## src/rtl/aewc_pkg.sv

```systemverilog
// Shared types and constants of the expert activation window counter.
// Used by every module of the block but aewc_ram; depends on nothing.
`timescale 1ns / 1ps

package aewc_pkg;

  // Sizing of the counter store
  localparam int unsigned NUM_LAYERS  = 64;
  localparam int unsigned MAX_EXPERTS = 256;
  localparam int unsigned ROUTE_SLOTS = 8;
  localparam int unsigned ENTRIES     = NUM_LAYERS * MAX_EXPERTS;

  localparam int unsigned LAYER_W    = $clog2(NUM_LAYERS);
  localparam int unsigned EXP_W      = $clog2(MAX_EXPERTS);
  localparam int unsigned ADDR_W     = $clog2(ENTRIES);
  localparam int unsigned SLOT_W     = (ROUTE_SLOTS > 1) ? $clog2(ROUTE_SLOTS) : 1;
  localparam int unsigned SLOT_CNT_W = $clog2(ROUTE_SLOTS + 1);

  // Fixed field widths
  localparam int unsigned MODE_W     = 2;
  localparam int unsigned SLOTS_IN_W = 4;
  localparam int unsigned ID_W       = 10;
  localparam int unsigned RUN_W      = 40;
  localparam int unsigned WIN_W      = 32;
  localparam int unsigned TOK_W      = 16;
  localparam int unsigned WNUM_W     = 16;
  localparam int unsigned NEXP_W     = 9;
  localparam int unsigned EPOCH_W    = 16;

  // Configuration port
  localparam int unsigned CFG_IDX_W  = 1;
  localparam int unsigned CFG_W      = 16;
  localparam logic [NEXP_W-1:0] NEXP_RESET = NEXP_W'(256);
  localparam logic [TOK_W-1:0]  WLIM_RESET = TOK_W'(2048);

  // Window epochs: the first epoch after a sweep, and the one that forces a
  // renormalising sweep before the tag could wrap
  localparam logic [EPOCH_W-1:0] EPOCH_FIRST = EPOCH_W'(1);
  localparam logic [EPOCH_W-1:0] EPOCH_LAST  = {EPOCH_W{1'b1}};

  localparam int unsigned FIFO_DEPTH = 2;

  typedef enum logic [MODE_W-1:0] {
    MODE_RECORD = 2'd0,
    MODE_READ   = 2'd1,
    MODE_CLEAR  = 2'd2
  } mode_e;

  typedef enum logic [CFG_IDX_W-1:0] {
    CFG_NUM_EXPERTS  = 1'b0,
    CFG_WINDOW_LIMIT = 1'b1
  } cfg_idx_e;

  typedef enum logic [1:0] {
    CMD_RECORD,
    CMD_READ,
    CMD_CLEAR,
    CMD_NOP
  } cmd_op_e;

  typedef logic [ROUTE_SLOTS-1:0][ID_W-1:0] id_vec_t;

  // Classified item, front to back
  typedef struct packed {
    cmd_op_e                          op;
    logic                             read_ok;
    logic [LAYER_W-1:0]               layer;
    logic [EXP_W-1:0]                 read_expert;
    logic [SLOT_CNT_W-1:0]            nslots;
    logic [ROUTE_SLOTS-1:0]           mask;
    logic [ROUTE_SLOTS-1:0][EXP_W-1:0] ids;
    logic                             closed;
    logic [WNUM_W-1:0]                win_num;
    logic [TOK_W-1:0]                 tokens;
  } cmd_t;

  // One counter entry: window counts are tagged with the epoch they belong to
  typedef struct packed {
    logic [RUN_W-1:0]   run;
    logic [WIN_W-1:0]   win;
    logic [WIN_W-1:0]   prev;
    logic [EPOCH_W-1:0] epoch;
  } entry_t;

  localparam int unsigned ENTRY_W = $bits(entry_t);

  // Result fields, back to top
  typedef struct packed {
    logic [RUN_W-1:0]  total;
    logic [WIN_W-1:0]  win;
    logic [WIN_W-1:0]  prev;
    logic              closed;
    logic [WNUM_W-1:0] win_num;
    logic [TOK_W-1:0]  tokens;
  } res_t;

endpackage

```

## src/rtl/aewc_fifo.sv

```systemverilog
// Short command queue between front and back end.
// Depends on aewc_pkg for the command type and depth.
`timescale 1ns / 1ps

module aewc_fifo import aewc_pkg::*; (
  input  logic clk_i,
  input  logic rst_ni,
  input  logic push_i,
  input  cmd_t data_i,
  output logic full_o,
  input  logic pop_i,
  output logic empty_o,
  output cmd_t data_o
);

  localparam int unsigned PTR_W = (FIFO_DEPTH > 1) ? $clog2(FIFO_DEPTH) : 1;
  localparam int unsigned CNT_W = $clog2(FIFO_DEPTH + 1);

  cmd_t             mem_q [FIFO_DEPTH];
  logic [PTR_W-1:0] wr_ptr_q, rd_ptr_q;
  logic [CNT_W-1:0] cnt_q;

  // Storage, no reset needed
  always_ff @(posedge clk_i) begin
    if (push_i) begin
      mem_q[wr_ptr_q] <= data_i;
    end
  end

  // Pointers and fill level
  always_ff @(posedge clk_i or negedge rst_ni) begin
    if (!rst_ni) begin
      wr_ptr_q <= '0;
      rd_ptr_q <= '0;
      cnt_q    <= '0;
    end else begin
      if (push_i) begin
        wr_ptr_q <= (wr_ptr_q == PTR_W'(FIFO_DEPTH - 1)) ? '0 : wr_ptr_q + PTR_W'(1);
      end
      if (pop_i) begin
        rd_ptr_q <= (rd_ptr_q == PTR_W'(FIFO_DEPTH - 1)) ? '0 : rd_ptr_q + PTR_W'(1);
      end
      if (push_i && !pop_i) begin
        cnt_q <= cnt_q + CNT_W'(1);
      end else if (pop_i && !push_i) begin
        cnt_q <= cnt_q - CNT_W'(1);
      end
    end
  end

  assign full_o  = (cnt_q == CNT_W'(FIFO_DEPTH));
  assign empty_o = (cnt_q == '0);
  assign data_o  = mem_q[rd_ptr_q];

endmodule

```

## config.mk

```make
export PLATFORM = sky130hd
export DESIGN_NAME = aewc_fifo
export DESIGN_NICKNAME = d
export VERILOG_FILES = /design/src/rtl/aewc_pkg.sv /design/src/rtl/aewc_fifo.sv
export SDC_FILE = /design/constraint.sdc
export NUM_CORES = 1
export LEC_CHECK = 0
export BUFFER_PORTS_ARGS = -buffer_cell sky130_fd_sc_hd__buf_4
export CAP_MARGIN = 20
export CORE_ASPECT_RATIO = 0.75
export CORE_MARGIN = 4
export CORE_UTILIZATION = 25
export DETAILED_ROUTE_END_ITERATION = 7
export PLACE_DENSITY_LB_ADDON = 0.05
export SYNTH_ARGS = -nofsm -noshare
export SYNTH_HDL_FRONTEND = slang
export SYNTH_SLANG_ARGS = --single-unit
```

## constraint.sdc

```tcl
create_clock -name clk_i -period 6.3 [get_ports clk_i]
set_input_delay 0.63 -clock clk_i [delete_from_list [all_inputs] [get_ports clk_i]]
set_output_delay 0.63 -clock clk_i [all_outputs]
set_load 0.05 [all_outputs]
```

; ---- Word-level counts from Yosys, hierarchy flattened
; Memory sizes are Yosys's and may differ from the RTL's.
; Cells that the tools add are included.
[totals]
reg_bits = 4
mem_bits_rw = 252
out_inout_bits = 128
n_memories = 1
[op_classes]
addsub = 4
eq_ne = 1
muxes = 6
reduce_logical = 6
[memory_table]
columns = memory, depth, width, rd, rd_ports_with_merged_regs, write_ports, line_no
row1 = mem_q, 2, 126, 1, 0, 1, aewc_fifo.sv:19  ; cmd_t mem_q [FIFO_DEPTH];
[op_table]
columns = cell, count
row1 = $mux W1, 4
row2 = $mux W2, 2
row3 = $add A1 B1 Y1 const B, 2
row4 = $add A2 B1 Y2 const B, 1
row5 = $eq A2 B2 Y1 const B, 1
row6 = $logic_and A1 B1 Y1, 2
row7 = $logic_not A1 Y1, 2
row8 = $logic_not A2 Y1, 1
row9 = $reduce_bool A2 Y1, 1
row10 = $sub A2 B1 Y2 const B, 1

; ---- Depth between registers and ports, before layout
; Gate-level depths: netlist of run 1.
[logic_depth]
depth_word = 4
depth_mapped = 5
depth_no_buf = 5

; ---- Worst setup path before layout of run 1
; OpenSTA, ideal clock, no wires.
[synth_path]
path_type = input-to-reg
from = in push_i
to = mem mem_q[0][0] in the netlist's numbering (enable)
arrival_time_ns = 6.093
t_required_ns = 5.672
setup_slack_ns = -0.420
path_stages = 1
cell_sequence = nor2b_1
[synth_via]
elab_chain_cells = 2
[synth_rtl]
columns = element, line_no
row1 = "start, declared", aewc_fifo.sv:8  ; input logic push_i,
row2 = $mux W1, aewc_fifo.sv:25  ; if (push_i) begin
row3 = $mux W1 (implied by the code), aewc_fifo.sv:26  ; mem_q[wr_ptr_q] <= data_i;
row4 = "end, declared", aewc_fifo.sv:19
; No other way between the ends.

==> impl_metrics.py, run 1 <==
metrics = {
    "floorplan": {
        "start_util_pct": 25.3,
        "ioPinCount": 258,
        "dieHeight_um": 176,
        "die_x_um": 232,
        "std_cell_rows": 61,
        "floorplan.die_area_um2": 40700,
        "core_um2": 37100,
    },
    "critical_path": {
        "critPathCaptureType": "output pin",
        "worst_r2r_path_depth": 2,
        "cp-start-kind": "flip-flop",
        "crit_type": "flip-flop to output pin",
        "timing.rr.end": "mem_q[1][42]$_DFFE_PP_",
        "cp-startpoint": "rd_ptr_q$_DFFE_PN0P_",
        "crit_end": "data_o[50]",
        "worst-endpoint-arrival_ns": 2.86,
        "reg2reg_slack_ns": 3.70,
        "path_max_fanout": 53,
        "r2r-start": "wr_ptr_q$_DFFE_PN0P_",
        "cp.required_ns": 5.67,
    },
    "grt": {
        "grtUsageTotal_pct": 10.1,
        "grt_first_pass_wirelength_um": 31800,
        "grt_antenna_before_repair": 3,
        "gr-total-overflow": 0,
        "grt_max_degree": 68,
        "grt_pass1_vias": 5198,
    },
    "layout": {
        "final_area_um2": 12700,
        "n_fill_cell": 3603,
        "fin_nets": 818,
        "final_util_pct": 34.3,
        "area_delta_synth_final_pct": 35.6,
        "drive_above_1_share_pct": 60.2,
        "finalNonFillerCells": 1208,
    },
    "timing": {
        "tightest_slew_ns": 1.04,
        "fin_worst_skew_ns": 0.00897,
        "period_needed_ns": 3.49,
        "slew_viol_final": 0,
        "max_freq_ghz": 0.286,
        "slew_headroom_pct": 30.9,
        "whs_ns": 0.269,
        "finalHoldViolations": 0,
        "finalCritPeriodShare_pct": 55.4,
        "rsz0062_at_grt": "false",
        "final.setup.tns_ns": 0,
        "setup_viol_count_final": 0,
    },
    "logic_synthesis": {
        "synth_top_family_by_area": "multiplexers",
        "synth_mux_area_share_pct": 16.3,
        "yosys.area_share.adder_pct": 0.133,
        "synth_edf_count": 252,
        "synth_top_area_share_pct": 80.6,
        "synthDistinctLibCells": 13,
        "yosys.area.top_type": "edfxtp_1",
        "synth-seq-cells": 256,
        "yosys-top-cells-count": "edfxtp_1, mux2_2, mux2_4",
        "ys_seq_area_share_pct": 81.7,
        "synthXorXnorAreaFrac_pct": 0.467,
        "synth.most_common_cell": "edfxtp_1",
        "yosysWarnings": 0,
        "syn-num-nets": 539,
        "synthArstFlopShare_pct": 1.56,
        "netlist_area_um2": 9390,
        "synth_compound_area_share_pct": 0,
        "ys.flop_type": "edfxtp_1",
        "yosys.area_share.simple_pct": 0.280,
        "ys_top_cells_by_area": "edfxtp_1, mux2_2, mux2_4",
        "synthCells": 408,
        "syn_area_per_cell_um2": 23.0,
    },
    "flow_run": {
        "maxCapViolations": 0,
    },
    "clock_tree": {
        "htree_levels": 1,
        "cts_tree": "built",
        "clk_path_buf_depth": 3,
        "clk_latency_ns": 0.54,
        "cts_made_buffers": 28,
        "clock-root-buffer": "clkbuf_16",
        "ctsResizeCount": 0,
        "cts.sinks": 256,
        "cts.clk_slew.worst_paths_ns": 0.06,
    },
    "placed_design": {
        "dpl.cell_count": 1160,
        "gp_congestion": 0.698,
        "place_area_um2": 11900,
        "port_buffers": 257,
        "dp_hpwl_um": 14200,
    },
    "power": {
        "pwr_density_cell_nw_per_um2": 525,
        "vdd_drop_max_uv": 221,
        "power.leakage_nw": 4.75,
    },
    "route": {
        "antenna_left": 0,
        "vias": 4734,
        "drt_first_pass_iters": 4,
        "drtIter0Drc": 202,
        "viasPerCell": 3.92,
        "wl_per_cell_um": 17.9,
        "drc_errors": 0,
        "routed_wl_um": 21600,
    },
    "status": {
        "status": "completed",
    },
    "hold_path": {
        "min_path_type": "input port to flip-flop",
    },
}
[timing repair]
item,4_1_cts,5_1_grt
setup buffers,0,0
hold buffers,1,0
endpoints found under the hold margin,4,0
[worst max-delay path, stage by stage, from the launching register on]
cell and delay, ns:
dfrtp_4 0.92, buf_4 0.69, mux2_2 0.42, buf_4 0.19
[where the power goes]
part	total (mW)	internal (mW)	switching [mW]	leakage, nW
Sequential	2.41	2.27	0.144	2.41
Combinational	2.79	0.928	1.86	1.94
Clock	1.49	0.866	0.620	0.399
Total	6.69	4.06	2.63	4.75
[registers in the layout (all words and copies together) (netlist names)]
name,flops
wr_ptr_q,1
cnt_q,2
mem_q,252
rd_ptr_q,1
[kinds of logic after synthesis]
| group | after synthesis |
|---|---|
| buf+inv | 15 |
| flops | 256 |
| fa+ha+maj | 1 |
| mux | 126 |
| xor+xnor | 5 |
| simple gates | 5 |
[worst min-delay path by stage]
stage / from / end / slack, ns / depth (start not counted)
detailed placement: rst_ni / cnt_q[0]$_DFFE_PN0P_ / 0.43 / 1
global route: data_i[38] / mem_q[1][38]$_DFFE_PP_ / 0.23 / 1
CTS: data_i[116] / mem_q[0][116]$_DFFE_PP_ / 0.23 / 1
floorplan: rst_ni / cnt_q[0]$_DFFE_PN0P_ / 0.33 / 0
finish: pop_i / rd_ptr_q$_DFFE_PN0P_ / 0.27 / 2
global placement: rst_ni / cnt_q[1]$_DFFE_PN0P_ / 0.43 / 1
[stage by stage]
stage	setup WS (ns)	power, mW
final	2.81	6.69
after global routing	2.64	6.99
after CTS	2.70	6.84
after detailed placement	3.30	5.30
after global placement	3.34	5.28
after floorplan	1.95	4.48
[per-layer routing]
layer | part of all wire, % | GRT usage, % | vias up
li1 | - | - | 2180
met1 | 41 | 12.4 | 2352
met2 | 48 | 16.8 | 159
met3 | 8.1 | 3.92 | 39
met4 | 2.7 | 2.96 | 4
met5 | 0.12 | 0 | -
[cell usage in the layout, fill, tap and decap left out]
cell           count
ha_1               1
nor2_1             2
dfrtp_1            3
xnor2_1            1
bufinv_16          1
clkinv_1           8
dlygate4sd3_1      1
nor2b_1            1
diode_2            1
xor2_1             4
mux2_2            96
buf_4            262
edfxtp_1         252
mux2_4            30
clkbuf_1           6
inv_1              1
dfrtp_4            1
and2_4             1
nor2b_4            1
clkinv_2           2
clkbuf_16         29
[final cells by class]
cell class	count	area (µm²)	area share (%)
clock buffer	35	748	5.88
timing repair buffer	263	1980	15.5
antenna	1	2.50	0.0197
multi-input combinational	137	1620	12.8
tap	504	631	4.95
clock inverter	11	70.1	0.551
sequential	256	7670	60.3
inverter	1	3.75	0.0295
(Power assumes the default switching activity.)
==> inputs of run 2 (changes only) <==
clock period = 3.4 ns   (was 6.3 ns; I/O delays follow)
==> run 2 against run 1 <==
Compared with the run above:
- combinational power is 97% higher
- hold slack worse by 0.12 ns
- count of clock-buffer cells in the layout is 7 higher
- critical endpoint is now data_o[112]
- largest power group unchanged
==> impl_metrics.py, run 2 (synthesis results as in run 1) <==
metrics = {
    "layout": {
        "final_common_cell": "buf_4",
        "largest_register_ffs": 252,
        "register_area_um2": 7670,
        "final_util_pct": 38.2,
        "reg.largest.list": "mem_q x252, cnt_q x2",
        "final_cell_mix": "buf_4, edfxtp_1, dlygate4sd3_1",
        "fin_nets": 947,
        "regMostFlops": "mem_q",
        "area_delta_synth_final_pct": 51.1,
        "n_fill_cell": 3546,
        "multiInputGateArea_um2": 1620,
        "drive_above_1_share_pct": 51.7,
    },
    "timing": {
        "finalCritPeriodShare_pct": 69.1,
        "fin_worst_skew_ns": 0.0212,
        "setup_viol_count_final": 0,
        "finalHoldViolations": 0,
        "max_freq_ghz": 0.426,
        "slew_viol_final": 0,
        "final.setup.tns_ns": 0,
        "slew_headroom_pct": 40.1,
        "period_needed_ns": 2.35,
        "rsz0062_at_grt": "false",
        "tightest_slew_ns": 0.898,
    },
    "grt": {
        "grt_max_degree": 69,
        "use_met2_pct": 17.6,
        "grtUsageTotal_pct": 10.6,
        "grt_antenna_before_repair": 2,
        "grt_util_met1_pct": 13.4,
        "busiest_layer": "met2",
        "grt_first_pass_wirelength_um": 33600,
        "gr-total-overflow": 0,
        "grt_pass1_vias": 5887,
        "use_met3_pct": 3.78,
    },
    "clock_tree": {
        "cts.clk_slew.worst_paths_ns": 0.06,
        "cts_made_buffers": 28,
        "htree_levels": 1,
        "cts.sinks": 256,
        "clk_latency_ns": 0.54,
        "cts_tree": "built",
        "clock-root-buffer": "clkbuf_16",
        "ctsResizeCount": 0,
        "clk_path_buf_depth": 3,
    },
    "floorplan": {
        "std_cell_rows": 61,
        "floorplan.die_area_um2": 40700,
        "core_um2": 37100,
        "die_x_um": 232,
        "ioPinCount": 258,
        "dieHeight_um": 176,
        "start_util_pct": 25.3,
    },
    "power": {
        "p_int_mw": 7.93,
        "netSwitchingPower_mw": 4.93,
        "p_comb_share_pct": 42.7,
        "seqPwrFrac_pct": 33.7,
        "pwr_density_cell_nw_per_um2": 907,
        "swShare_pct": 38.4,
        "power.leakage_nw": 5.37,
        "vdd_drop_max_uv": 427,
        "clkPwrFrac_pct": 23.7,
    },
    "critical_path": {
        "cp-start-kind": "flip-flop",
        "critPathCaptureType": "output pin",
        "reg2reg_slack_ns": 1.65,
        "path_max_fanout": 59,
        "r2r-start": "wr_ptr_q$_DFFE_PN0P_",
        "timing.rr.end": "mem_q[1][114]$_DFFE_PP_",
        "crit_end": "data_o[112]",
        "worst-endpoint-arrival_ns": 2.01,
        "crit_type": "flip-flop to output pin",
        "cp.required_ns": 3.06,
        "worst_r2r_path_depth": 2,
        "cp-startpoint": "rd_ptr_q$_DFFE_PN0P_",
    },
    "route": {
        "antenna_left": 0,
        "drt_first_pass_iters": 4,
        "wl_per_cell_um": 16.6,
        "drtIter0Drc": 201,
        "routed_wl_um": 22300,
        "viasPerCell": 3.89,
        "drc_errors": 0,
        "vias": 5218,
    },
    "flow_run": {
        "maxCapViolations": 0,
    },
    "placed_design": {
        "gp_congestion": 0.702,
        "port_buffers": 257,
        "dp_hpwl_um": 14300,
    },
    "hold_path": {
        "min_path_type": "input port to asynchronous set/reset pin",
    },
    "status": {
        "status": "completed",
    },
}
[run 2: final cells by class]
| class | instances | share of cell area (%) |
|---|---|---|
| Tap cell | 504 | 4.45 |
| Timing Repair Buffer | 392 | 23.4 |
| Multi-Input combinational cell | 137 | 11.5 |
| Clock buffer | 42 | 5.74 |
| Antenna cell | 1 | 0.0176 |
| Inverter | 1 | 0.0265 |
| Clock inverter | 9 | 0.838 |
| Sequential cell | 256 | 54.1 |
[run 2: metal layers]
layer,wire (µm),up-vias
li1,-,2441
met1,9550,2604
met2,10600,143
met3,1670,28
met4,410,2
met5,12,-
[run 2: worst min-delay path by stage]
| stage | end | slack [ns] | cells past startpoint |
|---|---|---|---|
| detailed placement | cnt_q[0]$_DFFE_PN0P_ | 0.14 | 1 |
| global placement | cnt_q[1]$_DFFE_PN0P_ | 0.14 | 1 |
| global route | rd_ptr_q$_DFFE_PN0P_ | 0.13 | 2 |
| finish | wr_ptr_q$_DFFE_PN0P_ | 0.15 | 2 |
| floorplan | cnt_q[0]$_DFFE_PN0P_ | 0.04 | 0 |
| CTS | rd_ptr_q$_DFFE_PN0P_ | 0.11 | 2 |
[run 2: power groups by stage]
stage               Sequential (mW)  Combinational (mW)  Clock (mW)
floorplan                      4.38                3.89           0
global placement               4.39                5.46           0
detailed placement             4.41                5.47           0
CTS                            4.34                5.61        3.17
global route                   4.38                5.76        3.30
finish                         4.33                5.49        3.04
[run 2: what timing repair did]
| action | in CTS | in global routing |
|---|---|---|
| hold buffers | 129 | 0 |
| setup buffers | 0 | 0 |
| hold endpoints to repair | 258 | 0 |
[run 2: through the flow]
stage               std cells  hold WS [ns]  total power [mW]  setup slack (ns)  cell area (µm²)
finish                   1342         0.149              12.9              1.05            14200
global route             1342         0.132              13.4             0.983            14200
CTS                      1341         0.111              13.1              1.01            14200
detailed placement       1161         0.144              9.87              1.61            12000
global placement         1161         0.141              9.85              1.61            12000
floorplan                 408        0.0444              8.26             0.683             9400
[run 2: worst max-delay path, stage by stage, from the launching register on]
cell and delay, ns:
dfrtp_4 0.44, buf_12 0.32, mux2_2 0.41, buf_4 0.20
==> inputs of run 3 (changes only) <==
clock period = 2 ns   (was 3.4 ns; I/O delays follow)
==> run 3 against run 2 <==
Compared with the run above:
- the flow now finishes with violations (negative setup slack)
- clock skew down 0.013 ns
- largest power group unchanged
- wire length increased by 10%
- total power grew 84%
- non-clock buffer count is 25 higher
==> impl_metrics.py, run 3 (synthesis results as in run 1) <==
metrics = {
    "status": {
        "status": "finished with violations",
        "violations": "negative setup slack",
    },
    "layout": {
        "final_area_um2": 15100,
        "drive_above_1_share_pct": 52.7,
        "largest_register_ffs": 252,
        "final_common_cell": "edfxtp_1",
        "fin_nets": 973,
        "reg.largest.list": "mem_q x252, cnt_q x2",
        "final_cell_mix": "edfxtp_1, buf_4, dlygate4sd3_1",
        "regMostFlops": "mem_q",
        "area_delta_synth_final_pct": 60.6,
        "final_util_pct": 40.6,
    },
    "clock_tree": {
        "cts_made_buffers": 29,
        "clk_path_buf_depth": 3,
        "clk_latency_ns": 0.54,
        "cts.sinks": 256,
        "htree_levels": 1,
        "cts_tree": "built",
        "cts.clk_slew.worst_paths_ns": 0.06,
        "clock-root-buffer": "clkbuf_16",
    },
    "critical_path": {
        "cpPeakStageDelay_ns": 0.53,
        "path_max_fanout": 6,
        "crit_buf_inv": 3,
        "r2r-start": "wr_ptr_q$_DFFE_PN0P_",
        "crit_type": "flip-flop to output pin",
        "worstPathCellList": "buf_12 > clkbuf_16 > mux2_4 > buf_8",
        "critPathCaptureType": "output pin",
        "cp-start-kind": "flip-flop",
        "cp-startpoint": "rd_ptr_q$_DFFE_PN0P_",
        "cp.required_ns": 1.80,
        "cp_slowest_cell": "dfrtp_4",
        "worst-endpoint-arrival_ns": 1.89,
        "crit_family": "flip-flops",
    },
    "timing": {
        "finalCritPeriodShare_pct": 105,
        "rsz0062_at_grt": "true",
        "slew_headroom_pct": 62.5,
        "period_needed_ns": 2.09,
        "final.setup.tns_ns": -5.43,
        "tightest_slew_ns": 0.563,
        "whs_ns": 0.384,
        "fin_worst_skew_ns": 0.00838,
        "worst_slack_ns": -0.0941,
        "slew_viol_final": 0,
        "max_freq_ghz": 0.478,
        "finalHoldViolations": 0,
        "setup_viol_count_final": 126,
    },
    "flow_run": {
        "maxCapViolations": 0,
    },
    "grt": {
        "grtUsageTotal_pct": 11.1,
        "grt_first_pass_wirelength_um": 34900,
        "grt_antenna_before_repair": 3,
        "gr-total-overflow": 0,
        "grt_max_degree": 88,
        "grt_pass1_vias": 6004,
    },
    "hold_path": {
        "min_from": "data_i[46]",
        "min_path_type": "input port to flip-flop",
    },
    "power": {
        "power.leakage_nw": 5.72,
        "vdd_drop_max_uv": 782,
        "pwr_density_cell_nw_per_um2": 1570,
    },
    "route": {
        "drc_errors": 0,
        "vias": 5325,
        "drtIter0Drc": 126,
        "antenna_left": 0,
        "wl_per_cell_um": 18.0,
        "drt_first_pass_iters": 4,
        "viasPerCell": 3.89,
        "routed_wl_um": 24600,
    },
    "floorplan": {
        "std_cell_rows": 61,
        "core_um2": 37100,
        "start_util_pct": 25.3,
        "die_x_um": 232,
        "dieHeight_um": 176,
        "floorplan.die_area_um2": 40700,
        "ioPinCount": 258,
    },
    "placed_design": {
        "dp_hpwl_um": 14600,
        "gp_congestion": 0.707,
        "place_area_um2": 12000,
        "port_buffers": 257,
    },
}
## run 3: cell count changes in the layout (fill, tap and decap cells not counted), moves of 4 or more
cell,delta
buf_6,+123
buf_4,-120
clkinv_1,+7
buf_16,+6
clkbuf_16,+6
buf_12,+5
clkbuf_1,-5
buf_8,+4
clkbuf_8,-4
## run 3: metrics by stage
stage	total power, mW	cells	setup WS, ns
floorplan	14.0	408	-0.717
global placement	16.8	1165	0.426
detailed placement	16.9	1165	0.387
CTS	23.5	1356	-0.172
global route	24.7	1368	-0.164
finish	23.6	1368	-0.0941
## run 3: timing repair
item	CTS	global route
buffers inserted	6	2
hold endpoints to repair	259	0
resized for setup	128	18
hold buffers	130	0
gates cloned	5	8
setup endpoints to repair	126	126
## run 3: report_power, final
part	switching [mW]	internal, mW	total [mW]
clock network	2.02	2.75	4.77
logic	6.77	4.74	11.5
registers	0.249	7.12	7.37
total	9.03	14.6	23.6
## run 3: path summary, 6_finish.rpt
kind	cells after the start	endpoint	slack, ns
setup / recovery	4	data_o[76]	-0.09
hold / removal	2	mem_q[0][46]$_DFFE_PP_	0.38
setup reg to reg	2	mem_q[0][5]$_DFFE_PP_	0.48
hold reg to reg	1	cnt_q[1]$_DFFE_PN0P_	0.49
max in group asynchronous	3	rd_ptr_q$_DFFE_PN0P_	1.19
min in group asynchronous	3	wr_ptr_q$_DFFE_PN0P_	0.60
## run 3: layout make-up
| type | count | area, µm² |
|---|---|---|
| antenna | 3 | 7.51 |
| tap | 504 | 631 |
| multi-input combinational | 137 | 1630 |
| sequential | 256 | 7670 |
| inverter | 1 | 3.75 |
| timing repair buffer | 417 | 4290 |
| clock buffer | 33 | 741 |
| clock inverter | 17 | 110 |
| fill | 3460 | 22000 |
## run 3: layer usage
layer	track usage [%]	up-vias	part of all wire, %	routed length [µm]
met5	0	-	0	0
met4	2.24	0	1.7	424
met3	3.92	25	6.7	1640
met2	18.8	145	48	11800
met1	13.9	2638	44	10700
li1	-	2517	-	-
