<file path="config.mk">
export PLATFORM = sky130hd
export DESIGN_NAME = aewc_front
export DESIGN_NICKNAME = d
export VERILOG_FILES = /design/src/rtl/aewc_pkg.sv /design/src/rtl/aewc_front.sv
export SDC_FILE = /design/constraint.sdc
export NUM_CORES = 1
export LEC_CHECK = 0
export ABC_AREA = 1
export BUFFER_PORTS_ARGS = -buffer_cell sky130_fd_sc_hd__buf_2
export CAP_MARGIN = 5
export CORE_ASPECT_RATIO = 1.75
export CORE_MARGIN = 2
export CORE_UTILIZATION = 41
export DETAILED_ROUTE_END_ITERATION = 10
export GPL_ROUTABILITY_DRIVEN = 0
export PLACE_DENSITY = 0.74
export SYNTH_ARGS = -nofsm -noshare
export SYNTH_HDL_FRONTEND = slang
export SYNTH_SLANG_ARGS = --single-unit
</file>
<file path="constraint.sdc">
create_clock -name clk_i -period 8.1 [get_ports clk_i]
set_input_delay 0.405 -clock clk_i [delete_from_list [all_inputs] [get_ports clk_i]]
set_output_delay 0.405 -clock clk_i [all_outputs]
set_load 0.005 [all_outputs]
</file>
<file path="src/rtl/aewc_pkg.sv">
// Shared types and constants of the expert activation window counter.
// Used by every module of the block but aewc_ram; depends on nothing.
`timescale 1ns / 1ps

package aewc_pkg;

  // Sizing of the counter store
  localparam int unsigned NUM_LAYERS  = 64;
  localparam int unsigned MAX_EXPERTS = 256;
  localparam int unsigned ROUTE_SLOTS = 8;
  localparam int unsigned ENTRIES     = NUM_LAYERS * MAX_EXPERTS;

  localparam int unsigned LAYER_W    = $clog2(NUM_LAYERS);
  localparam int unsigned EXP_W      = $clog2(MAX_EXPERTS);
  localparam int unsigned ADDR_W     = $clog2(ENTRIES);
  localparam int unsigned SLOT_W     = (ROUTE_SLOTS > 1) ? $clog2(ROUTE_SLOTS) : 1;
  localparam int unsigned SLOT_CNT_W = $clog2(ROUTE_SLOTS + 1);

  // Fixed field widths
  localparam int unsigned MODE_W     = 2;
  localparam int unsigned SLOTS_IN_W = 4;
  localparam int unsigned ID_W       = 10;
  localparam int unsigned RUN_W      = 40;
  localparam int unsigned WIN_W      = 32;
  localparam int unsigned TOK_W      = 16;
  localparam int unsigned WNUM_W     = 16;
  localparam int unsigned NEXP_W     = 9;
  localparam int unsigned EPOCH_W    = 16;

  // Configuration port
  localparam int unsigned CFG_IDX_W  = 1;
  localparam int unsigned CFG_W      = 16;
  localparam logic [NEXP_W-1:0] NEXP_RESET = NEXP_W'(256);
  localparam logic [TOK_W-1:0]  WLIM_RESET = TOK_W'(2048);

  // Window epochs: the first epoch after a sweep, and the one that forces a
  // renormalising sweep before the tag could wrap
  localparam logic [EPOCH_W-1:0] EPOCH_FIRST = EPOCH_W'(1);
  localparam logic [EPOCH_W-1:0] EPOCH_LAST  = {EPOCH_W{1'b1}};

  localparam int unsigned FIFO_DEPTH = 2;

  typedef enum logic [MODE_W-1:0] {
    MODE_RECORD = 2'd0,
    MODE_READ   = 2'd1,
    MODE_CLEAR  = 2'd2
  } mode_e;

  typedef enum logic [CFG_IDX_W-1:0] {
    CFG_NUM_EXPERTS  = 1'b0,
    CFG_WINDOW_LIMIT = 1'b1
  } cfg_idx_e;

  typedef enum logic [1:0] {
    CMD_RECORD,
    CMD_READ,
    CMD_CLEAR,
    CMD_NOP
  } cmd_op_e;

  typedef logic [ROUTE_SLOTS-1:0][ID_W-1:0] id_vec_t;

  // Classified item, front to back
  typedef struct packed {
    cmd_op_e                          op;
    logic                             read_ok;
    logic [LAYER_W-1:0]               layer;
    logic [EXP_W-1:0]                 read_expert;
    logic [SLOT_CNT_W-1:0]            nslots;
    logic [ROUTE_SLOTS-1:0]           mask;
    logic [ROUTE_SLOTS-1:0][EXP_W-1:0] ids;
    logic                             closed;
    logic [WNUM_W-1:0]                win_num;
    logic [TOK_W-1:0]                 tokens;
  } cmd_t;

  // One counter entry: window counts are tagged with the epoch they belong to
  typedef struct packed {
    logic [RUN_W-1:0]   run;
    logic [WIN_W-1:0]   win;
    logic [WIN_W-1:0]   prev;
    logic [EPOCH_W-1:0] epoch;
  } entry_t;

  localparam int unsigned ENTRY_W = $bits(entry_t);

  // Result fields, back to top
  typedef struct packed {
    logic [RUN_W-1:0]  total;
    logic [WIN_W-1:0]  win;
    logic [WIN_W-1:0]  prev;
    logic              closed;
    logic [WNUM_W-1:0] win_num;
    logic [TOK_W-1:0]  tokens;
  } res_t;

endpackage

</file>
<file path="src/rtl/aewc_front.sv">
// Front end: configuration registers, item classification and the token
// window bookkeeping. Depends on aewc_pkg.
`timescale 1ns / 1ps

module aewc_front import aewc_pkg::*; (
  input  logic                  clk_i,
  input  logic                  rst_ni,
  input  logic                  cfg_we_i,
  input  logic [CFG_IDX_W-1:0]  cfg_idx_i,
  input  logic [CFG_W-1:0]      cfg_wdata_i,
  input  logic                  accept_i,
  input  logic [MODE_W-1:0]     mode_i,
  input  logic [LAYER_W-1:0]    layer_i,
  input  logic [SLOTS_IN_W-1:0] slots_used_i,
  input  id_vec_t               expert_id_i,
  input  logic [EXP_W-1:0]      read_expert_i,
  output cmd_t                  cmd_o
);

  logic [NEXP_W-1:0]     nexp_q;
  logic [TOK_W-1:0]      wlim_q;
  logic [LAYER_W-1:0]    lowest_q, lowest_d;
  logic                  seen_q, seen_d;
  logic [TOK_W-1:0]      tok_q, tok_d;
  logic [WNUM_W-1:0]     wins_q, wins_d;

  logic [NEXP_W-1:0]     lim;
  logic [SLOT_CNT_W-1:0] nslots;
  logic                  layer_ok;
  logic [TOK_W-1:0]      tok_inc;
  logic                  closed;
  cmd_op_e               op;
  logic [ROUTE_SLOTS-1:0]            slot_mask;
  logic [ROUTE_SLOTS-1:0][EXP_W-1:0] slot_ids;

  // Configuration writes
  always_ff @(posedge clk_i or negedge rst_ni) begin
    if (!rst_ni) begin
      nexp_q <= NEXP_RESET;
      wlim_q <= WLIM_RESET;
    end else if (cfg_we_i) begin
      unique case (cfg_idx_e'(cfg_idx_i))
        CFG_NUM_EXPERTS:  nexp_q <= cfg_wdata_i[NEXP_W-1:0];
        CFG_WINDOW_LIMIT: wlim_q <= cfg_wdata_i[TOK_W-1:0];
      endcase
    end
  end

  // Slot count and id limit
  assign nslots = (slots_used_i > SLOTS_IN_W'(ROUTE_SLOTS)) ? SLOT_CNT_W'(ROUTE_SLOTS)
                                                            : SLOT_CNT_W'(slots_used_i);
  assign lim    = (nexp_q > NEXP_W'(MAX_EXPERTS)) ? NEXP_W'(MAX_EXPERTS) : nexp_q;
  assign layer_ok = int'(layer_i) < NUM_LAYERS;

  // Per-slot validity: in range of slots_used, not negative, below the limit
  always_comb begin
    for (int s = 0; s < ROUTE_SLOTS; s++) begin
      slot_mask[s] = (SLOT_CNT_W'(s) < nslots) && !expert_id_i[s][ID_W-1] &&
                     (expert_id_i[s][ID_W-2:0] < lim);
      slot_ids[s]  = expert_id_i[s][EXP_W-1:0];
    end
  end

  // Window bookkeeping and classification
  always_comb begin
    lowest_d = lowest_q;
    seen_d   = seen_q;
    tok_d    = tok_q;
    wins_d   = wins_q;
    tok_inc  = tok_q + TOK_W'(1);
    closed   = 1'b0;
    op       = CMD_NOP;
    unique case (mode_e'(mode_i))
      MODE_RECORD: begin
        if (layer_ok) begin
          op = CMD_RECORD;
          if (!seen_q || (layer_i < lowest_q)) begin
            lowest_d = layer_i;
          end
          seen_d = 1'b1;
          if (layer_i == lowest_d) begin
            if (tok_inc >= wlim_q) begin
              closed = 1'b1;
              tok_d  = '0;
              wins_d = wins_q + WNUM_W'(1);
            end else begin
              tok_d = tok_inc;
            end
          end
        end
      end
      MODE_READ: begin
        op = CMD_READ;
      end
      MODE_CLEAR: begin
        op       = CMD_CLEAR;
        lowest_d = '0;
        seen_d   = 1'b0;
        tok_d    = '0;
        wins_d   = '0;
      end
      default: begin
        op = CMD_NOP;
      end
    endcase
  end

  always_ff @(posedge clk_i or negedge rst_ni) begin
    if (!rst_ni) begin
      lowest_q <= '0;
      seen_q   <= 1'b0;
      tok_q    <= '0;
      wins_q   <= '0;
    end else if (accept_i) begin
      lowest_q <= lowest_d;
      seen_q   <= seen_d;
      tok_q    <= tok_d;
      wins_q   <= wins_d;
    end
  end

  assign cmd_o.op          = op;
  assign cmd_o.read_ok     = layer_ok && (int'(read_expert_i) < MAX_EXPERTS);
  assign cmd_o.layer       = layer_i;
  assign cmd_o.read_expert = read_expert_i;
  assign cmd_o.nslots      = nslots;
  assign cmd_o.mask        = slot_mask;
  assign cmd_o.ids         = slot_ids;
  assign cmd_o.closed      = closed;
  assign cmd_o.win_num     = wins_d;
  assign cmd_o.tokens      = tok_d;

endmodule

</file>
# Word level (Yosys, flattened, before mapping)

Cells that the tools add are included.

Flip-flop bits (word level): 64

$add $sub $neg: 2
Order comparisons: 20
Eq/ne operators: 3
Mux-type cells: 16
Bitwise operators: 1
Reduce and logical (&&, ||, !) cells: 31

Operator list:

| operator                                                             | count |
|---|---|
| 9-bit < comparator                                                   | 8 |
| 16-bit two-way mux                                                   | 4 |
| 16-bit case mux with 2 select lines                                  | 2 |
| 16-bit by 1-bit adder with 16-bit output (second input constant)     | 2 |
| 16-bit greater-or-equal comparator                                   | 1 |
| 1-bit logical AND                                                    | 16 |
| 3-bit by 4-bit < comparator with 1-bit output (first input constant) | 4 |
| 6-bit two-way mux                                                    | 2 |
| 6-bit case mux with 2 select lines                                   | 1 |
| 9-bit > comparator (second input constant)                           | 1 |
| 1-bit zero test                                                      | 9 |
| 9-bit two-way mux                                                    | 1 |
| 1-bit by 4-bit < comparator with 1-bit output (first input constant) | 2 |
| 2-bit by 4-bit < comparator with 1-bit output (first input constant) | 2 |
| 6-bit == test                                                        | 1 |
| 6-bit < comparator                                                   | 1 |
| 2-bit case mux with 3 select lines                                   | 1 |
| 2-bit AND reduction                                                  | 3 |
| 4-bit > comparator (second input constant)                           | 1 |
| 4-bit two-way mux                                                    | 1 |
| 1-bit two-way mux                                                    | 3 |
| 2-bit by 1-bit == test with 1-bit output (second input constant)     | 1 |
| 2-bit == test (second input constant)                                | 1 |
| 2-bit zero test                                                      | 1 |
| other kinds (4)                                                      | 4 |

# Longest topological paths before layout

Gate-level depths: netlist (run 1).

Word-level depth: 7
Depth in mapped cells: 22
Gate-level depth less buffers: 21

# Worst setup path after synthesis (run 1)

Ideal clock, no wire load.

Path kind: reg-to-output
From: register tok_q[2]
To: output port cmd_o[0] in the netlist's numbering
Arrival time: 2.515 ns
Setup slack: 5.180 ns
Cell stages (with the launch flop): 19
Path buffers: 1
Cells stage by stage: dfrtp_1 > inv_1 > nor3_4 > nand2_2 > nor2_1 > xor2_1 > inv_1 > ha_1 > nand2_2 > o21bai_1 > nand2_1 > a21oi_2 > nand3_2 > nand2_4 > nand2_4 > inv_2 > buf_6 > nand3_1 > o21ai_1

RTL lines:

| what                   | RTL line          | RTL |
|---|---|---|
| start, declared        | aewc_front.sv:24  | `logic [TOK_W-1:0] tok_q, tok_d;` |
| start signal, assigned | aewc_front.sv:117 | `tok_q <= tok_d;` |
| end, declared          | aewc_front.sv:17  | `output cmd_t cmd_o` |

==> impl_metrics.env, run 1 <==
export IMPL_fin_nets=1246
export IMPL_final_core_util_pct=48.0
export IMPL_fin_crit_sh_pct=50.5
export IMPL_tns_ns=0
export IMPL_synth_area_per_cell_um2=7.34
export IMPL_arrival_ns=3.69
export IMPL_ant_nets=0
export IMPL_design_area_um2=7620
export IMPL_start_kind="flip-flop"
export IMPL_layout_drive_gt1_share_pct=28.4
export IMPL_cts_tree="yes"
export IMPL_end_kind="output port"
export IMPL_grt_use_total_pct=23.5
export IMPL_dp_hpwl_mm=16.8
export IMPL_yosysSeqAreaShare_pct=24.2
export IMPL_grt_first_pass_wirelength_mm=31.1
export IMPL_fill_cells=1670
export IMPL_htree_levels=3
export IMPL_setup_violations=0
export IMPL_wl_per_cell_um=16.6
export IMPL_min_path_type="in -> async"
export IMPL_timing_final_ws_setup_ns=4.01
export IMPL_syn_cell_area_um2=6620
export IMPL_power_total_uw=1320
export IMPL_ys_flop_type="dfrtp_1"
export IMPL_path_max_fanout=13
export IMPL_drt_first_pass_iters=4
export IMPL_critical_path_class="reg -> out"
export IMPL_ctsResizeCount=0
export IMPL_cp_required_ns=7.70
export IMPL_ios=247
export IMPL_initial_utilization_pct=41.7
export IMPL_die_area_um2=17200
export IMPL_synth_warnings=0
export IMPL_async_flop_share_pct=100
export IMPL_first_global_vias=6248
export IMPL_die_y_um=172
export IMPL_cts_root_buf="clkbuf_16"
export IMPL_core_area_um2=15900
export IMPL_dpl_worst_slack_ns=4.44
export IMPL_final_max_slew_viol_count=0
export IMPL_post_route_drc_count=0
export IMPL_cts_setup_buffers=0
export IMPL_grt_max_degree=65
export IMPL_leakage_uw=0.00415
export IMPL_clk_latency_ns=0.34
export IMPL_dpl_instance_area_um2=7280
export IMPL_synth_enable_flop_cells=0
export IMPL_worst_slew_pin_transition_ns=0.884
export IMPL_antenna_found_initial=11
export IMPL_synth_ff_latch_count=64
export IMPL_clockBufferDepth=2
export IMPL_hold_buffers=0
export IMPL_slew_headroom_pct=39.5
export IMPL_syn_to_final_growth_pct=15.2
export IMPL_clk_pin_slew_worst_paths_ns=0.06
export IMPL_rsz0062_at_grt="no"
export IMPL_final_min_clock_period_ns=4.09
export IMPL_status="finished clean"
export IMPL_hold_violations=0
export IMPL_skew_ns=0.0102
export IMPL_p_per_area_nw_per_um2=174
export IMPL_die_width_um=100
export IMPL_timing_fmax_mhz=244
export IMPL_synthCells=901
export IMPL_maxCapViolations=0
export IMPL_overflow=0
export IMPL_drtIter0Drc=187
export IMPL_io_buffer_count=229
export IMPL_ys_types=52
export IMPL_cts_buffers_inserted=9
export IMPL_cts_sinks=64
export IMPL_rows=61
export IMPL_vdd_ir_drop_max_v=0.000114
export IMPL_num_vias=6560
export IMPL_totalWireLength_mm=20.6
export IMPL_viasPerCell=5.29
export IMPL_syn_nets=1109
## synthesized netlist by cell type (13+ instances only)
cell	n	share of area (%)
a21oi_1	43	3.3
buf_4	82	9.3
dfrtp_1	62	23
ha_1	87	16
inv_1	99	5.6
nand2_1	197	11
nand3_1	34	2.6
nand4_1	20	1.9
nor2_1	58	3.3
o21ai_0	35	2.6
o21ai_1	27	2.0
xor2_1	13	1.7
## per-stage QoR
step | cells | hold WS [ns]
after floorplan | 901 | 0.109
after global placement | 1216 | 0.471
after detailed placement | 1216 | 0.481
after CTS | 1232 | 0.291
after global routing | 1235 | 0.319
final | 1239 | 0.248
## per-layer routing
layer	GRT usage, %	wire length [um]
met5	0	54
met3	8.49	1910
met4	12.9	1110
met2	44.5	10700
met1	21.3	6880
## final cells by class
| class | count | area (um2) | share of cell area (%) |
|---|---|---|---|
| Inverter | 108 | 405 | 5.32 |
| Sequential cell | 64 | 1600 | 21.1 |
| Antenna cell | 7 | 17.5 | 0.230 |
| Clock inverter | 4 | 77.6 | 1.02 |
| Tap cell | 189 | 236 | 3.10 |
| Timing Repair Buffer | 231 | 1160 | 15.2 |
| Multi-Input combinational cell | 624 | 3870 | 50.8 |
| Clock buffer | 12 | 246 | 3.24 |
## registers in the layout (all words and copies together) (netlist names)
register  flops
tok_q        16
wins_q       16
wlim_q       16
nexp_q        9
lowest_q      6
seen_q        1
## cells by family after synthesis
family	share of synthesized area, %
AO/OA/AOI/OAI	14.3
other	0.0567
flip-flops	24.2
XOR/XNOR	1.97
AND/OR/NAND/NOR	25.7
adder cells (fa/ha/maj)	16.5
buffers and inverters	17.2
## cell usage in the layout, fill, tap and decap left out, types with 13 or more instances in the layout
cell,count
o21ai_0,35
nor2_1,58
dfrtp_1,62
nand4_1,20
xor2_1,13
o21ai_1,27
nand2_1,197
ha_1,87
nand3_1,34
a21oi_1,43
inv_1,99
buf_2,229
## critical path: stages (launching register included)
cell	delay, ns
dfrtp_1	0.42
inv_2	0.10
nor3_2	0.31
nand2_2	0.13
nor2_1	0.14
xor2_1	0.21
inv_1	0.07
ha_1	0.31
nand2_2	0.10
o21bai_1	0.10
nand2_1	0.07
a21oi_2	0.13
nand3_2	0.31
nand2_4	0.20
nand2_4	0.10
inv_2	0.22
nand3_1	0.14
o21ai_1	0.15
buf_2	0.15
## report_power, final
part / switching [uW] / internal, uW
clock: 141 / 279
sequential: 34.8 / 361
combinational: 313 / 194
## worst paths after layout
kind                                              from                endpoint  slack (ns)  depth (start not counted)
min in group clk_i                     cfg_wdata_i[11]  wlim_q[11]$_DFFE_PN1P_        0.31                          3
worst min-delay path                            rst_ni  wins_q[12]$_DFFE_PN0P_        0.25                          2
max in group asynchronous                       rst_ni   wlim_q[4]$_DFFE_PN0P_        7.30                          2
worst min register to register  wlim_q[11]$_DFFE_PN1P_  wlim_q[11]$_DFFE_PN1P_        0.49                          2
worst max register to register    tok_q[4]$_DFFE_PN0P_    tok_q[9]$_DFFE_PN0P_        4.81                         17
worst max-delay path              tok_q[4]$_DFFE_PN0P_                cmd_o[4]        4.01                         18
Power figures use the tool's default switching activity.
==> inputs of run 2 (changes only) <==
--- a/config.mk
+++ b/config.mk
@@ -5,7 +5,7 @@
 export SDC_FILE = /design/constraint.sdc
 export NUM_CORES = 1
 export LEC_CHECK = 0
-export ABC_AREA = 1
+export ABC_AREA = 0
 export BUFFER_PORTS_ARGS = -buffer_cell sky130_fd_sc_hd__buf_2
 export CAP_MARGIN = 5
 export CORE_ASPECT_RATIO = 1.75
@@ -13,7 +13,7 @@
 export CORE_UTILIZATION = 41
 export DETAILED_ROUTE_END_ITERATION = 10
 export GPL_ROUTABILITY_DRIVEN = 0
-export PLACE_DENSITY = 0.74
+export PLACE_DENSITY = 0.75
 export SYNTH_ARGS = -nofsm -noshare
 export SYNTH_HDL_FRONTEND = slang
 export SYNTH_SLANG_ARGS = --single-unit
==> constraint.sdc (replaced) <==
create_clock -name clk_i -period 4.2 [get_ports clk_i]
set_input_delay 0.21 -clock clk_i [delete_from_list [all_inputs] [get_ports clk_i]]
set_output_delay 0.21 -clock clk_i [all_outputs]
set_load 0.005 [all_outputs]
==> run 2 against run 1 <==
Against the previous run:
- the flow now finishes with violations (negative setup slack)
- routed wire length down 0.88%
- clock power up 70%
- utilization up 2.7 points
- worst hold slack worse by 0.13 ns
- sequential power up 97%
- setup slack worse by 4.1 ns
- critical path depth down 1
- register-to-register slack worse by 4.5 ns
- combinational power up 100%
- count of clock-buffer cells in the layout up 2
- critical path type unchanged
- critical endpoint is now cmd_o[5]
==> impl_metrics.env, run 2 <==
export IMPL_yosysSeqAreaShare_pct=24.4
export IMPL_status="complete, but fails checks"
export IMPL_num_vias=6434
export IMPL_setup_violations=7
export IMPL_overflow=0
export IMPL_grt_use_total_pct=23.0
export IMPL_worst_slew_pin_transition_ns=1.14
export IMPL_final_max_slew_viol_count=0
export IMPL_yosysTopAreaCell="dfrtp_1"
export IMPL_maxCapViolations=0
export IMPL_dpl_worst_slack_ns=0.0321
export IMPL_critical_path_class="reg -> out"
export IMPL_ios=247
export IMPL_async_flop_share_pct=100
export IMPL_p_sw_uw=901
export IMPL_fin_crit_sh_pct=103
export IMPL_yosysTopAreaCellShare_pct=23.6
export IMPL_dp_cells=1095
export IMPL_post_route_drc_count=0
export IMPL_synth_area_per_cell_um2=8.51
export IMPL_die_y_um=171
export IMPL_totalWireLength_mm=20.4
export IMPL_syn_to_final_growth_pct=22.1
export IMPL_cp_required_ns=3.99
export IMPL_grt_first_pass_wirelength_mm=30.8
export IMPL_reg_top3="tok_q: 16 flops, wins_q: 16 flops, wlim_q: 16 flops"
export IMPL_ys_types=68
export IMPL_drtIter0Drc=223
export IMPL_initial_utilization_pct=41.5
export IMPL_p_int_uw=1610
export IMPL_power_frac_comb_pct=40.7
export IMPL_cts_sinks=64
export IMPL_arrival_ns=4.11
export IMPL_final_common_cell="buf_2"
export IMPL_drt_first_pass_iters=5
export IMPL_ant_nets=0
export IMPL_syn_nets=979
export IMPL_holdPathStages=2
export IMPL_min_path_type="in -> reg"
export IMPL_path_max_fanout=7
export IMPL_switching_share_pct=35.8
export IMPL_layout_drive_gt1_share_pct=37.0
export IMPL_synth_xor_area_share_pct=3.87
export IMPL_grt_max_degree=43
export IMPL_synth_ff_latch_count=64
export IMPL_viasPerCell=5.66
export IMPL_yosys_mux_area_fraction_pct=4.73
export IMPL_drt_met1_wl_mm=7.04
export IMPL_min_delay_start="cfg_wdata_i[14]"
export IMPL_vdd_ir_drop_max_v=0.000227
export IMPL_rows=61
export IMPL_synth_warnings=0
export IMPL_first_global_vias=6005
export IMPL_start_kind="flip-flop"
export IMPL_ys_flop_type="dfrtp_1"
export IMPL_rsz0062_at_grt="yes"
export IMPL_hold_violations=0
export IMPL_skew_ns=0.00812
export IMPL_startpoint="tok_q[1]$_DFFE_PN0P_"
export IMPL_synthCells=771
export IMPL_core_area_um2=15800
export IMPL_power_frac_seq_pct=31.0
export IMPL_wl_met2_mm=11.5
export IMPL_clk_latency_ns=0.34
export IMPL_wl_met3_mm=1.12
export IMPL_topRoutingLayerUsed="met4"
export IMPL_syn_cell_area_um2=6560
export IMPL_final_core_util_pct=50.7
export IMPL_p_per_area_nw_per_um2=314
export IMPL_fill_cells=1534
export IMPL_synthSimpleGateAreaFrac_pct=18.9
export IMPL_timing_fmax_mhz=231
export IMPL_finalNonFillerCells=1136
export IMPL_violations="negative setup slack"
export IMPL_synth_fa_ha_area_share_pct=16.6
export IMPL_leakage_uw=0.00405
export IMPL_cts_root_buf="clkbuf_16"
export IMPL_synth_most_common_cell="ha_1"
export IMPL_htree_levels=3
export IMPL_cts_buffers_inserted=9
export IMPL_synth_enable_flop_cells=0
export IMPL_antenna_found_initial=1
export IMPL_wl_per_cell_um=18.0
export IMPL_dp_hpwl_mm=16.0
export IMPL_fin_nets=1149
export IMPL_netlist_top_cells_count="ha_1, buf_4, nand2_1, dfrtp_1, o21ai_0"
export IMPL_clk_pin_slew_worst_paths_ns=0.05
export IMPL_design_area_um2=8010
export IMPL_r2r_start="tok_q[1]$_DFFE_PN0P_"
export IMPL_final_cell_mix="buf_2, ha_1, nand2_1"
export IMPL_synth_top_family_by_area="simple AND/OR/NAND/NOR gates"
export IMPL_synthTopCellsByArea="dfrtp_1, ha_1, buf_4, mux2_2, nand2_1"
export IMPL_dpl_instance_area_um2=7370
export IMPL_final_min_clock_period_ns=4.32
export IMPL_die_area_um2=17100
export IMPL_holdWs_ns=0.114
export IMPL_pwr_share_clk_pct=28.3
export IMPL_end_kind="output port"
export IMPL_synth_compound_area_share_pct=17.9
export IMPL_slew_headroom_pct=23.8
export IMPL_clockBufferDepth=2
export IMPL_io_buffer_count=229
export IMPL_timing_final_ws_setup_ns=-0.122
export IMPL_cts_tree="yes"
export IMPL_die_width_um=99.6
export IMPL_reg2regPathDepth=19
run 2: changes by cell type in the layout (fill, tap and decap cells not counted), sizes merged, moves of 13 or more:
cell	previous run	this run
inv	108	30
o21ai	62	46
mux2	0	24
buf	231	278
nor2	67	39
o22ai	20	5
o21a	2	15
nand2	204	67
xnor2	0	13
a21oi	44	24
nand2b	0	14
run 2: final cells by class:
| cell class | count | area, um2 | area share (%) |
|---|---|---|---|
| multi-input combinational | 555 | 4220 | 52.7 |
| sequential | 64 | 1600 | 20.0 |
| timing repair buffer | 280 | 1540 | 19.3 |
| clock buffer | 14 | 274 | 3.42 |
| tap | 189 | 236 | 2.95 |
| inverter | 31 | 116 | 1.45 |
| clock inverter | 2 | 12.5 | 0.156 |
| antenna | 1 | 2.50 | 0.0312 |
run 2: what timing repair did:
action                                 4_1_cts  5_1_grt
gates resized for setup                     12       25
endpoints found under the hold margin       30        0
setup endpoints to repair                   17       22
pin swaps                                    8       12
buffers inserted                             8       17
hold buffers                                 1        0
cloned                                       0        0
run 2: final timing paths:
check	end	slack, ns
setup reg to reg	tok_q[2]$_DFFE_PN0P_	0.29
max in group asynchronous	nexp_q[8]$_DFFE_PN1P_	2.75
hold reg to reg	nexp_q[0]$_DFFE_PN0P_	0.50
setup / recovery	cmd_o[5]	-0.12
hold / removal	wlim_q[14]$_DFFE_PN0P_	0.11
min in group asynchronous	wins_q[6]$_DFFE_PN0P_	0.48
run 2: critical path, stage by stage, from the launching register on:
cell	delay (ns)
dfrtp_1	0.38
ha_2	0.20
and3_4	0.19
and3_4	0.20
nand2_4	0.07
nor3_4	0.23
xnor2_2	0.15
inv_2	0.07
ha_4	0.24
a21o_1	0.16
a21oi_2	0.15
nand2_2	0.09
o41a_1	0.37
buf_4	0.16
or4_4	0.56
buf_6	0.17
o311ai_4	0.22
buf_2	0.16
run 2: power groups by stage:
stage          combinational (uW)  sequential (uW)  clock [uW]
4_1_cts                       991              775         722
6_report                     1020              779         712
5_1_grt                      1160              792         747
3_5_place_dp                  949              788           0
2_1_floorplan                 650              763           0
3_3_place_gp                  927              782           0
run 2: layer usage:
metal / global-route usage (%) / up-vias
met4: 8.52 / 0
met5: 0 / -
met3: 3.58 / 49
li1: - / 3071
met2: 47.1 / 283
met1: 22.4 / 3031
run 2: per-stage QoR:
step / total power [uW] / TNS (ns)
3_3_place_gp: 1710 / 0
4_1_cts: 2490 / 0
2_1_floorplan: 1410 / 0
6_report: 2510 / -0.508
3_5_place_dp: 1740 / 0
5_1_grt: 2690 / -2.98
run 2: cell families (layout without fill, tap and decap cells):
family                   Yosys count  count (layout)
XOR/XNOR                          29              29
AND/OR/NAND/NOR                  238             238
multiplexers                      28              28
adder cells (fa/ha/maj)           87              87
flip-flops                        64              64
buffers and inverters            152             327
AO/OA/AOI/OAI                    172             172
other                              1               2
==> inputs of run 3 (changes only) <==
==> constraint.sdc (replaced) <==
create_clock -name clk_i -period 4.2 [get_ports clk_i]
set_input_delay 0.63 -clock clk_i [delete_from_list [all_inputs] [get_ports clk_i]]
set_output_delay 0.63 -clock clk_i [all_outputs]
set_load 0.005 [all_outputs]
==> run 3 against run 2 <==
Against the previous run:
- the flow still finishes with violations (negative setup slack)
- combinational power is 4% higher
- register-to-register slack worse by 0.09 ns
- final cell count is 2.0% higher
- via count is 2.0% higher
- global-route usage is 0.65 points higher
- first-iteration DRC count is 11% higher
- clock power is 5.2% higher
- total power is 3.3% higher
- largest cell class unchanged
- non-clock buffer count is 24 higher
- setup slack worse by 0.17 ns
- cell area is 4.4% higher
- routed wire length is 1.4% higher
==> impl_metrics.env, run 3 (synthesis gave the netlist of run 2 again) <==
export IMPL_tns_ns=-5.02
export IMPL_critical_path_class="reg -> out"
export IMPL_critPathSlowestCell="or4b_4"
export IMPL_antenna_found_initial=0
export IMPL_final_core_util_pct=52.9
export IMPL_hold_buffers=0
export IMPL_cts_buffers_inserted=9
export IMPL_drt_first_pass_iters=5
export IMPL_diodes=0
export IMPL_ant_nets=0
export IMPL_timing_final_ws_setup_ns=-0.289
export IMPL_slew_headroom_pct=47.3
export IMPL_clockBufferDepth=2
export IMPL_startpoint="tok_q[2]$_DFFE_PN0P_"
export IMPL_final_cell_mix="buf_2, ha_1, nand2_1"
export IMPL_fin_nets=1173
export IMPL_grt_first_pass_wirelength_mm=31.7
export IMPL_layout_drive_gt1_share_pct=40.8
export IMPL_seqCellArea_um2=1610
export IMPL_fin_crit_sh_pct=107
export IMPL_arrival_ns=3.86
export IMPL_vdd_ir_drop_max_v=0.000228
export IMPL_multi_input_area_um2=4360
export IMPL_timing_fmax_mhz=223
export IMPL_worst_slew_pin_transition_ns=0.789
export IMPL_cp_cell_sequence="and3_4 > and3_4 > and3_1 > nand3_1 > xnor2_1 > ha_1 > a211oi_1 > nor2_1 > o41a_1 > or3_4 > or4b_4 > nand3_4 > buf_6"
export IMPL_die_width_um=99.6
export IMPL_die_y_um=171
export IMPL_first_global_vias=6445
export IMPL_cts_root_buf="clkbuf_16"
export IMPL_initial_utilization_pct=41.5
export IMPL_die_area_um2=17100
export IMPL_dp_hpwl_mm=16.1
export IMPL_start_kind="flip-flop"
export IMPL_post_route_drc_count=0
export IMPL_syn_to_final_growth_pct=27.4
export IMPL_drtIter0Drc=247
export IMPL_setup_violations=32
export IMPL_skew_ns=0.00404
export IMPL_totalWireLength_mm=20.7
export IMPL_dpl_worst_slack_ns=-0.305
export IMPL_violations="negative setup slack"
export IMPL_htree_levels=3
export IMPL_final_min_clock_period_ns=4.49
export IMPL_p_per_area_nw_per_um2=310
export IMPL_cpPeakStageDelay_ns=0.51
export IMPL_overflow=0
export IMPL_maxCapViolations=0
export IMPL_num_vias=6560
export IMPL_grt_max_degree=43
export IMPL_viasPerCell=5.66
export IMPL_r2r_start="tok_q[0]$_DFFE_PN0P_"
export IMPL_cp_common_cell="and3_4"
export IMPL_clk_latency_ns=0.34
export IMPL_ios=247
export IMPL_holdWs_ns=0.305
export IMPL_cts_tree="yes"
export IMPL_cp_required_ns=3.57
export IMPL_cts_sinks=64
export IMPL_clk_pin_slew_worst_paths_ns=0.05
export IMPL_core_area_um2=15800
export IMPL_status="complete, but fails checks"
export IMPL_io_buffer_count=229
export IMPL_grt_use_total_pct=23.7
export IMPL_reg_top3="tok_q: 16 flops, wins_q: 16 flops, wlim_q: 16 flops"
export IMPL_rows=61
export IMPL_hold_violations=0
export IMPL_final_common_cell="buf_2"
export IMPL_fill_cells=1484
export IMPL_wl_per_cell_um=17.9
export IMPL_min_path_type="in -> async"
export IMPL_final_max_slew_viol_count=0
export IMPL_path_max_fanout=5
export IMPL_end_kind="output port"
export IMPL_leakage_uw=0.00421
export IMPL_rsz0062_at_grt="yes"
==> run 3: final timing paths <==
check,to,slack (ns),cells past startpoint
max,cmd_o[3],-0.29,13
min,wins_q[8]$_DFFE_PN0P_,0.30,1
max reg2reg,tok_q[2]$_DFFE_PN0P_,0.20,21
min reg2reg,nexp_q[6]$_DFFE_PN0P_,0.51,1
max in group asynchronous,nexp_q[8]$_DFFE_PN1P_,3.10,2
min in group clk_i,nexp_q[6]$_DFFE_PN0P_,0.51,1
==> run 3: layout make-up <==
cell class | count | area share (%)
clock inverter | 4 | 0.539
timing repair buffer | 304 | 21.0
tap | 189 | 2.83
clock buffer | 12 | 2.95
sequential | 64 | 19.2
inverter | 31 | 1.39
multi-input combinational | 555 | 52.1
==> run 3: report_power, final <==
group / switching, uW / total (uW) / internal [uW] / leakage (uW)
logic: 583 / 1060 / 481 / 0.00327
registers: 77.3 / 783 / 706 / 0.000793
clock network: 276 / 749 / 473 / 0.000146
==> run 3: layer usage <==
| metal | global-route usage (%) | up-vias | wire [um] |
|---|---|---|---|
| li1 | - | 3111 | - |
| met1 | 22.5 | 3088 | 7030 |
| met2 | 46.4 | 289 | 11100 |
| met3 | 3.54 | 72 | 1240 |
| met4 | 14.4 | 0 | 1370 |
| met5 | 0 | - | 0 |
==> run 3: stage by stage <==
step | instances | power (uW) | area (um2)
floorplan | 771 | 1420 | 6590
global placement | 1116 | 1740 | 7550
detailed placement | 1116 | 1770 | 7550
CTS | 1152 | 2580 | 8240
global route | 1159 | 2770 | 8360
finish | 1159 | 2600 | 8360
==> run 3: timing repair <==
item                                    4_1_cts  5_1_grt
gates resized for setup                      57       17
setup buffers                                22        7
endpoints found under the setup margin       33       34
endpoints found under the hold margin         0        0
cloned                                        1        0
pin swaps                                    32       11
==> run 3: critical path: cells and delay by family (launching register included) <==
family          cells  cell delay [ns]
simple gates        8             1.85
xor+xnor            1             0.15
buf+inv             1             0.10
flops               1             0.41
fa+ha+maj           1             0.30
compound gates      2             0.73
